`src/hdl/cdfs_pkg.sv`:
```
// Package: types, constants and lookup functions for the clock display frame sender.
package cdfs_pkg;

	// Bus symbol kinds
	typedef enum logic [1:0] {
		SYM_START = 2'd0,
		SYM_DATA  = 2'd1,
		SYM_STOP  = 2'd2
	} sym_kind_t;

	// Display commands
	localparam logic [7:0] CMD_FIXED_MODE = 8'h44;
	localparam logic [7:0] CMD_ADDR_BASE  = 8'hC0;
	localparam logic [7:0] CMD_CTRL_BASE  = 8'h88;

	localparam int unsigned FRAME_LEN = 22;
	localparam int unsigned CNT_W     = $clog2(FRAME_LEN);
	localparam logic [CNT_W-1:0] CNT_LAST = CNT_W'(FRAME_LEN - 1);

	// Symbol index of the first start of the control command
	localparam logic [CNT_W-1:0] CNT_CTRL = CNT_W'(FRAME_LEN - 3);
	localparam logic [CNT_W-1:0] CNT_DIGITS = CNT_W'(3);

	// Configuration register indexes (word addresses)
	localparam logic REG_BRIGHTNESS = 1'b0;

	// Four segment bytes of one frame, hours tens first
	typedef struct packed {
		logic [3:0][7:0] seg;
	} cdfs_slot_t;

	// One output symbol
	typedef struct packed {
		sym_kind_t   kind;
		logic [7:0]  value;
		logic        last;
	} cdfs_sym_t;

	// Seven-segment patterns for hex digits
	function automatic logic [6:0] seg_lut(input logic [3:0] d);
		logic [6:0] r;
		unique case (d)
			4'h0: r = 7'h3f;
			4'h1: r = 7'h06;
			4'h2: r = 7'h5b;
			4'h3: r = 7'h4f;
			4'h4: r = 7'h66;
			4'h5: r = 7'h6d;
			4'h6: r = 7'h7d;
			4'h7: r = 7'h07;
			4'h8: r = 7'h7f;
			4'h9: r = 7'h6f;
			4'ha: r = 7'h77;
			4'hb: r = 7'h7c;
			4'hc: r = 7'h39;
			4'hd: r = 7'h5e;
			4'he: r = 7'h79;
			default: r = 7'h71;
		endcase
		return r;
	endfunction

	// Tens digit of a 7-bit value: v*205 >> 11 is exact for 0..127
	function automatic logic [3:0] tens_of(input logic [6:0] v);
		logic [14:0] prod;
		prod = 15'(v) * 15'd205;
		return prod[14:11];
	endfunction

	// Units digit: value minus ten times the tens digit
	function automatic logic [3:0] units_of(input logic [6:0] v, input logic [3:0] t);
		logic [6:0] diff;
		diff = v - (7'(t) * 7'd10);
		return diff[3:0];
	endfunction

	// Symbol at a given frame position
	function automatic cdfs_sym_t frame_sym(input logic [CNT_W-1:0] cnt,
	                                        input cdfs_slot_t      slot,
	                                        input logic [2:0]      bright);
		cdfs_sym_t        s;
		logic [CNT_W-1:0] off;
		logic [1:0]       pos;
		off = cnt - CNT_DIGITS;
		pos = off[3:2];
		s.kind  = SYM_START;
		s.value = 8'h00;
		s.last  = (cnt == CNT_LAST);
		if (cnt < CNT_DIGITS) begin
			// mode command
			unique case (cnt[1:0])
				2'd0: s.kind = SYM_START;
				2'd1: begin
					s.kind  = SYM_DATA;
					s.value = CMD_FIXED_MODE;
				end
				default: s.kind = SYM_STOP;
			endcase
		end else if (cnt < CNT_CTRL) begin
			// address + segment byte per digit
			unique case (off[1:0])
				2'd0: s.kind = SYM_START;
				2'd1: begin
					s.kind  = SYM_DATA;
					s.value = CMD_ADDR_BASE | {6'd0, pos};
				end
				2'd2: begin
					s.kind  = SYM_DATA;
					s.value = slot.seg[pos];
				end
				default: s.kind = SYM_STOP;
			endcase
		end else begin
			// display control
			unique case (5'(cnt - CNT_CTRL))
				5'd0: s.kind = SYM_START;
				5'd1: begin
					s.kind  = SYM_DATA;
					s.value = CMD_CTRL_BASE | {5'd0, bright};
				end
				default: s.kind = SYM_STOP;
			endcase
		end
		return s;
	endfunction

endpackage

```
`src/hdl/cdfs_encode.sv`:
```
// Input stage: digit split, segment encoding and dot flag toggle.
module cdfs_encode import cdfs_pkg::*; (
	input  logic       clk,
	input  logic       arst_n,
	input  logic       in_valid,
	output logic       in_ready,
	input  logic [6:0] hours,
	input  logic [6:0] minutes,
	output logic       slot_valid,
	input  logic       slot_take,
	output cdfs_slot_t slot
);

	logic       valid_s1;
	cdfs_slot_t slot_s1;
	logic       dot_q;
	logic       accept;
	logic       dot_next;
	logic [3:0] h_t, h_u, m_t, m_u;

	// slot frees up in the same cycle the sequencer takes it
	assign in_ready = !valid_s1 || slot_take;
	assign accept   = in_valid && in_ready;
	assign dot_next = ~dot_q;

	assign h_t = tens_of(hours);
	assign h_u = units_of(hours, h_t);
	assign m_t = tens_of(minutes);
	assign m_u = units_of(minutes, m_t);

	// control: slot valid and dot flag
	always_ff @(posedge clk or negedge arst_n) begin
		if (!arst_n) begin
			valid_s1 <= 1'b0;
			dot_q    <= 1'b0;
		end else if (accept) begin
			valid_s1 <= 1'b1;
			dot_q    <= dot_next;
		end else if (slot_take) begin
			valid_s1 <= 1'b0;
		end
	end

	// payload: segment bytes with the dot bit
	always_ff @(posedge clk) begin
		if (accept) begin
			slot_s1.seg[0] <= {dot_next, seg_lut(h_t)};
			slot_s1.seg[1] <= {dot_next, seg_lut(h_u)};
			slot_s1.seg[2] <= {dot_next, seg_lut(m_t)};
			slot_s1.seg[3] <= {dot_next, seg_lut(m_u)};
		end
	end

	assign slot_valid = valid_s1;
	assign slot       = slot_s1;

endmodule

```
`src/hdl/cdfs_seq.sv`:
```
// Frame sequencer: walks the 22 symbols of a frame into the output register.
module cdfs_seq import cdfs_pkg::*; (
	input  logic       clk,
	input  logic       arst_n,
	input  logic       slot_valid,
	output logic       slot_take,
	input  cdfs_slot_t slot,
	input  logic [2:0] brightness,
	output logic       out_valid,
	input  logic       out_ready,
	output cdfs_sym_t  out_sym
);

	logic             busy_q;
	logic [CNT_W-1:0] cnt_q;
	cdfs_slot_t       frame_q;
	logic             valid_q;
	cdfs_sym_t        sym_q;
	logic             advance;
	logic             done;

	assign advance   = !valid_q || out_ready;
	assign done      = !busy_q || (cnt_q == CNT_LAST);
	assign slot_take = advance && done && slot_valid;

	// control: frame position and output valid
	always_ff @(posedge clk or negedge arst_n) begin
		if (!arst_n) begin
			busy_q  <= 1'b0;
			cnt_q   <= '0;
			valid_q <= 1'b0;
		end else if (advance) begin
			valid_q <= busy_q;
			if (slot_take) begin
				busy_q <= 1'b1;
				cnt_q  <= '0;
			end else if (done) begin
				busy_q <= 1'b0;
			end else begin
				cnt_q <= cnt_q + CNT_W'(1);
			end
		end
	end

	// payload: frame bytes and output symbol
	always_ff @(posedge clk) begin
		if (slot_take)
			frame_q <= slot;
		if (advance)
			sym_q <= frame_sym(cnt_q, frame_q, brightness);
	end

	assign out_valid = valid_q;
	assign out_sym   = sym_q;

endmodule

```
`src/hdl/clock_display_frame_sender_top.sv`:
```
// Top level of the clock display frame sender.
//
// Slave stream: one word per time update, hours in tdata[6:0], minutes in
// tdata[13:7]. Each word toggles the colon/dot flag and produces a 22-word
// frame on the master stream: start, 0x44, stop, then per digit start,
// 0xC0|pos, segment byte, stop, then start, 0x88|brightness, stop. tlast
// marks the final stop.
// The input word passes the encode slot register and the sequencer's frame
// register and counter before its first symbol reaches the output register.
// The sequencer emits one symbol of one frame at a time, one symbol per cycle
// while the master side is ready. One further word is buffered in the encode
// stage, so input is taken while a frame is still being sent.
// A stalled master side holds the current symbol and freezes the
// sequencer; the slave side then backs up after one buffered word.
// Reset clears the dot flag (off), all valid flags and sets brightness to 7.
// APB: brightness at addresses 0-3 (paddr[2] low), low three bits; writes to 4-7 ignored.
module clock_display_frame_sender_top import cdfs_pkg::*; (
	input  logic        clk,
	input  logic        arst_n,
	// slave stream
	input  logic        s_tvalid,
	output logic        s_tready,
	input  logic [15:0] s_tdata,   // [6:0] hours, [13:7] minutes, [15:14] zero
	// master stream
	output logic        m_tvalid,
	input  logic        m_tready,
	output logic [15:0] m_tdata,   // [1:0] symbol_kind, [9:2] byte_value, [15:10] zero
	output logic        m_tlast,   // frame_end
	// configuration
	input  logic        psel,
	input  logic        penable,
	input  logic        pwrite,
	input  logic [2:0]  paddr,
	input  logic [31:0] pwdata,
	output logic [31:0] prdata,
	output logic        pready
);

	logic       bright_sel;
	logic [2:0] bright_q;
	logic       slot_valid;
	logic       slot_take;
	cdfs_slot_t slot;
	cdfs_sym_t  sym;

	assign pready = 1'b1;
	assign bright_sel = (paddr[2] == REG_BRIGHTNESS);

	// brightness register
	always_ff @(posedge clk or negedge arst_n) begin
		if (!arst_n) begin
			bright_q <= 3'd7;
		end else if (psel && penable && pwrite && pready && bright_sel) begin
			bright_q <= pwdata[2:0];
		end
	end

	assign prdata = bright_sel ? {29'd0, bright_q} : 32'd0;

	cdfs_encode u_encode (
		.clk        (clk),
		.arst_n     (arst_n),
		.in_valid   (s_tvalid),
		.in_ready   (s_tready),
		.hours      (s_tdata[6:0]),
		.minutes    (s_tdata[13:7]),
		.slot_valid (slot_valid),
		.slot_take  (slot_take),
		.slot       (slot)
	);

	cdfs_seq u_seq (
		.clk        (clk),
		.arst_n     (arst_n),
		.slot_valid (slot_valid),
		.slot_take  (slot_take),
		.slot       (slot),
		.brightness (bright_q),
		.out_valid  (m_tvalid),
		.out_ready  (m_tready),
		.out_sym    (sym)
	);

	assign m_tdata = {6'd0, sym.value, sym.kind};
	assign m_tlast = sym.last;

endmodule

```
`config.mk`:
```
export PLATFORM = sky130hd
export DESIGN_NAME = clock_display_frame_sender_top
export DESIGN_NICKNAME = d
export VERILOG_FILES = /design/src/hdl/cdfs_pkg.sv /design/src/hdl/cdfs_encode.sv /design/src/hdl/cdfs_seq.sv /design/src/hdl/clock_display_frame_sender_top.sv
export SDC_FILE = /design/constraint.sdc
export NUM_CORES = 1
export LEC_CHECK = 0
export ABC_CLOCK_PERIOD_IN_PS = 4300
export BUFFER_PORTS_ARGS = -buffer_cell sky130_fd_sc_hd__buf_2
export CAP_MARGIN = 20
export CORE_MARGIN = 8
export CORE_UTILIZATION = 59
export CTS_BUF_LIST = sky130_fd_sc_hd__clkbuf_8
export CTS_CLUSTER_SIZE = 16
export DETAILED_ROUTE_END_ITERATION = 12
export HOLD_SLACK_MARGIN = 0.15
export PLACE_DENSITY = 0.83
export SLEW_MARGIN = 20
export SYNTH_ARGS = -nofsm -noshare
export SYNTH_HDL_FRONTEND = slang
export SYNTH_SLANG_ARGS = --single-unit
```
`constraint.sdc`:
```
create_clock -name clk -period 4.3 [get_ports clk]
set_clock_uncertainty 0.2 [all_clocks]
set_input_delay 0.86 -clock clk [delete_from_list [all_inputs] [get_ports clk]]
set_output_delay 0.86 -clock clk [all_outputs]
set_load 0.03 [all_outputs]
```
### Yosys cells after proc, flatten, opt, wreduce, memory -nomap -nowiden

Memories as Yosys holds them, arrays and structs flattened. A register that Yosys moved wholly into a read port is not among the register bits.
Cells that the tools add are included.
W data, S select, Z words.

| operators by class | value |
|---|---|
| add/subtract/negate cells | 5 |
| multipliers | 4 |
| $lt $le $gt $ge | 3 |
| equal/unequal tests | 6 |
| mux-type cells | 17 |
| bitwise gates (word level) | 2 |
| reductions and logical operators | 20 |

Operators with widths:

| operator | count |
|---|---|
| $mul A7 B8 Y15 const B | 2 |
| $mux W10 | 2 |
| $bmux W8 S2 | 1 |
| $mux W8 | 2 |
| $pmux W8 S2 | 1 |
| $pmux W2 S2 | 3 |
| $mux W5 | 2 |
| $mul A4 B3 Y3 const B | 2 |
| $sub A4 B4 Y4 | 2 |
| $mux W7 | 1 |
| $logic_and A1 B1 Y1 | 6 |
| $add A5 B1 Y5 const B | 1 |
| $eq A5 B1 Y1 const B | 1 |
| $eq A5 B5 Y1 const B | 1 |
| $logic_not A5 Y1 | 1 |
| $lt A5 B2 Y1 const B | 1 |
| $lt A5 B5 Y1 const B | 1 |
| $sub A5 B5 Y5 const B | 1 |
| $eq A2 B1 Y1 const B | 2 |
| $logic_not A2 Y1 | 2 |
| $mux W1 | 4 |
| $reduce_and A2 Y1 | 2 |
| $reduce_bool A2 Y1 | 2 |
| $sub A4 B2 Y4 const B | 1 |
| other kinds (8) | 13 |

| word-level totals | value |
|---|---|
| flip-flop bits (word level) | 87 |
| memory bits (read-only) | 448 |
| input port bits | 58 |
| output and inout port bits | 52 |
| word-level logic and storage cells | 78 |
| memories kept | 4 |

Memory list:

| memory | words | width | rd ports | clocked after Yosys merged registers in | wr ports | RTL line | RTL |
|---|---|---|---|---|---|---|---|
| (no name shown) | 16 | 7 | 1 | 1 | 0 | cdfs_pkg.sv:42 | `unique case (d)` |
| (no name shown) | 16 | 7 | 1 | 1 | 0 | cdfs_pkg.sv:42 |  |
| (no name shown) | 16 | 7 | 1 | 1 | 0 | cdfs_pkg.sv:42 |  |
| (no name shown) | 16 | 7 | 1 | 1 | 0 | cdfs_pkg.sv:42 |  |

### Longest topological paths before layout

| logic depth | value |
|---|---|
| word-level depth | 7 |
| mapped depth | 22 |

### Hierarchy

From an unflattened synthesis, not the netlist that was laid out.

| unflattened totals | value |
|---|---|
| cells, all modules | 574 |
| area total of the unflattened synthesis | 6,600.1 µm² |

Modules (own cells, without submodules):

| module | instances | cells an instance | area each (µm²) |
|---|---|---|---|
| cdfs_encode | 1 | 382 | 3,912.5 |
| cdfs_seq | 1 | 144 | 2,235.9 |
| clock_display_frame_sender_top | 1 | 48 | 451.7 |

### Worst setup path after synthesis

No wires, ideal clock.

| path | value |
|---|---|
| path type | input -> register |
| from | in s_tdata[11] |
| to | reg, netlist name u_encode.slot[28] |
| data arrival time | 5.800 ns |
| data required time | 3.832 ns |
| setup slack | -1.968 ns |
| stages | 21 |
| cells stage by stage | ha_1 -> ha_1 -> fa_1 -> inv_1 -> fa_1 -> inv_1 -> ha_1 -> a21o_1 -> a21oi_1 -> o21a_1 -> clkbuf_1 -> o21bai_1 -> xnor2_1 -> inv_1 -> fa_1 -> xnor2_1 -> and2_1 -> mux2_2 -> nor4_2 -> nor2_1 -> mux2i_1 |

| between the ends | value |
|---|---|
| cells in the longest elaborated chain, start to end | 3 |

Ends and longest elaborated chain:

| element | RTL line | RTL |
|---|---|---|
| start, declared | clock_display_frame_sender_top.sv:23 | `input logic [15:0] s_tdata,` |
| $mul A7 B8 Y15 | cdfs_pkg.sv:66 | `prod = 15'(v) * 15'd205;` |
| $mul A4 B3 Y3 | cdfs_pkg.sv:73 | `diff = v - (7'(t) * 7'd10);` |
| $sub A4 B4 Y4 | cdfs_pkg.sv:73 |  |

Every way passes these cells.
A chain may end at the register's enable or synchronous reset.

### Worst setup path in the final report

| path | value |
|---|---|
| from | in s_tdata[4] |
| to | reg, netlist name u_encode.slot[14] |

| between the ends | value |
|---|---|
| cells in the longest elaborated chain, start to end | 3 |

Ends and longest elaborated chain:

| element | RTL line |
|---|---|
| $mul A7 B8 Y15 | cdfs_pkg.sv:66 |
| $mul A4 B3 Y3 | cdfs_pkg.sv:73 |
| $sub A4 B4 Y4 | cdfs_pkg.sv:73 |

Every way passes these cells.

==> flow_summary.json <==
{
  "status": "complete, but fails checks",
  "violations": "setup timing",
  "crit_path_end_kind": "register",
  "synth_seq_cells": 81,
  "avgSynthCellArea_um2": 11.26,
  "max-cap-violations": 0,
  "syn_inst": 567,
  "htree_levels": 3,
  "synthDominantCellAreaShare_pct": 32.45,
  "grt_pass1_wl_um": 25900,
  "cts_hold_buf": 0,
  "drc": 0,
  "slew_headroom_pct": 39.15,
  "hold_violations": 0,
  "multi_input_area_mm2": 0.004446,
  "fin_ws_ps": -1454,
  "syn_area_mm2": 0.006386,
  "worstSetupStartpointType": "input pin",
  "cp_max_fo": 5,
  "synth_cell_types": 66,
  "via_per_inst": 5.861,
  "drt_pass1_iterations": 5,
  "core-area_mm2": 0.01070,
  "path_class": "input pin to register",
  "grt.overflow.total": 0,
  "drtAntennaViolNets": 0,
  "gp_congestion": 0.9438,
  "ys.flop_type": "edfxtp_1",
  "vdd_drop_max_uv": 523.0,
  "post-dp-hpwl_um": 11000,
  "final.setup.tns_ps": -22620,
  "ys_seq_area_share_pct": 37.21,
  "cts_buffers": 9,
  "drt_iter0_drc": 406,
  "cts_sinks": 81,
  "wl_per_cell_um": 20.86,
  "yosysWarnings": 0,
  "syn_to_final_growth_pct": 37.28,
  "grt_max_degree": 31,
  "synth_commonest_cells": "ha_1, edfxtp_1, inv_1, buf_4, a21oi_1",
  "io_buffers": 40,
  "fmax_mhz": 173.8,
  "worst_pin_slew_ps": 906.2,
  "clkTransAtPathRegs_ps": 90,
  "hp-class": "input pin to asynchronous set/reset pin",
  "powerDensity_mw_per_mm2": 666.3,
  "worstReg2RegStart": "u_seq.cnt_q[1]$_DFFE_PN0P_",
  "wirelength_um": 18270,
  "p_leak_nw": 3.811,
  "synth_edf_count": 69,
  "antennaDiodeCount": 0,
  "cts_tree": "yes",
  "crit_path_start": "s_tdata[4]",
  "yosys.area.top_type": "edfxtp_1",
  "critical_path_buf_inv_count": 5,
  "antenna_found_initial": 0,
  "cts_root_buffer": "clkbuf_8",
  "core.rowCount": 38,
  "synthArstFlopShare_pct": 14.81,
  "fillers": 511,
  "ioPinCount": 110,
  "layout_min_cycle_time_ps": 5754,
  "finalSetupViolCount": 28,
  "nets": 906,
  "insertion_delay_ps": 360,
  "critPathSlowestCell": "fa_1",
  "fp.dieArea_mm2": 0.01441,
  "grt_pass1_vias": 5372,
  "seq_area_mm2": 0.002376,
  "cp.arrival_ps": 5670,
  "slew_violations": 0,
  "drive_gt1_share_pct": 44.84,
  "cpPeakStageDelay_ps": 540,
  "die_w_um": 120.0,
  "synth.area.top_cells": "edfxtp_1, ha_1, fa_1",
  "finalCritPeriodShare_pct": 133.8,
  "rsz0062_at_grt": "true",
  "cpLargestDelayFamily": "adder cells",
  "dieHeight_um": 120.0,
  "grt.total_usage_pct": 22.51,
  "synth_most_common_cell": "ha_1",
  "cp_common_cell": "ha_4",
  "cts_buffer_depth": 2,
  "worst_ep_required_time_ps": 4220,
  "start_util_pct": 59.70,
  "holdWs_ps": 157.9,
  "vias": 5134,
  "crit_chain": "buf_8 > ha_4 > fa_1 > ha_1 > inv_2 > fa_1 > inv_2 > ha_4 > and3_4 > o21ai_4 > a31oi_4 > or3_4 > nand2_4 > inv_4 > ha_4 > fa_2 > xnor2_4 > buf_6 > xor3_2 > a21oi_4 > nor2_4 > mux2_4"
}
layout make-up:
class / count / area share, %
inverters: 65 / 3.068
repair buffers: 165 / 14.81
clock inverters: 7 / 0.8991
well taps: 140 / 1.998
multi-input cells: 409 / 50.71
clock buffers: 9 / 1.413
flip-flops and latches: 81 / 27.10
stage by stage:
stage               power, mW  area [µm²]  instances  utilization (%)  setup slack (ps)
detailed placement      4.135        7656        836            71.57             -1893
global placement        3.941        7656        836            71.57             -1608
CTS                     5.221        8486        869            79.32             -1265
finish                  5.842        8767        876            81.95             -1454
global route            6.110        8767        876            81.95             -1539
floorplan               3.119        6830        601                -             -1560
logic make-up (layout without fill, tap and decap cells):
logic type	after synthesis	in the layout	share of synthesized area (%)
fa+ha+maj	118	118	25.20
xor+xnor	19	19	3.174
other cells	2	36	0.1176
mux	24	24	5.603
buf+inv	111	246	8.660
simple gates	108	108	8.915
flops	81	81	37.21
compound gates	104	104	11.13
report_power, final:
group          internal [mW]  leakage (nW)  total [mW]  switching, mW
Clock                  0.273        0.0925       0.569          0.296
Combinational           2.03          2.96        4.22           2.19
Sequential              1.01         0.754        1.06         0.0497
Total                   3.31          3.81        5.84           2.53
what timing repair did:
action	CTS	global route
pin swaps	55	30
gates cloned	1	0
gates resized for setup	105	53
setup buffers	17	12
setup endpoints to repair	28	28
per-layer routing:
layer  vias up  part of all wire (%)  global-route usage [%]
li1       2294                     -                       -
met1      2527                    35                   21.79
met2       238                    55                   44.04
met3        75                   5.4                   4.321
met4         0                   4.8                   11.55
met5         -                     0                       0
worst register-to-register path, delay by kind of cell, from the launching register on:
kind	cells	cell delay, ps
compound gates	1	320
simple gates	3	720
flops	1	460
fa+ha+maj	1	360
buf+inv	2	490
registers in the layout (all words and copies together) (netlist names):
register and count:
u_encode.slot 29, u_seq.frame_q 29, u_seq.out_sym 11, u_seq.cnt_q 5, bright_q 3, u_encode.dot_q 1
u_encode.slot_valid 1, u_seq.busy_q 1, u_seq.out_valid 1
path summary, 6_finish.rpt:
path | endpoint | slack, ps | depth (start not counted)
setup / recovery | u_encode.slot[14]$_DFFE_PP_ | -1450 | 22
hold / removal | u_seq.cnt_q[1]$_DFFE_PN0P_ | 160 | 1
setup reg to reg | u_encode.slot[10]$_DFFE_PP_ | 1400 | 7
hold reg to reg | u_seq.frame_q[5]$_DFFE_PP_ | 220 | 0
max in group asynchronous | bright_q[2]$_DFFE_PN1P_ | 3470 | 1
min in group clk | u_seq.frame_q[5]$_DFFE_PP_ | 220 | 0
cells in the final DEF (no fill, tap or decap), types with 7 or more instances in the layout:
cell type / Yosys / layout
nor3_1: 16 / 9
a21o_1: 7 / 7
edfxtp_1: 69 / 69
nor2b_1: 8 / 7
a21oi_1: 24 / 17
fa_1: 18 / 12
dfrtp_1: 9 / 9
mux4_2: 8 / 8
clkbuf_8: 0 / 9
buf_6: 0 / 22
conb_1: 2 / 36
buf_4: 36 / 102
inv_2: 1 / 11
nand2_1: 23 / 21
nand3_1: 11 / 7
ha_4: 0 / 26
nor2_1: 21 / 11
inv_1: 64 / 49
ha_1: 99 / 70
o21ai_0: 17 / 13
buf_2: 1 / 34
No activity file was read; power rests on OpenSTA's default activity.
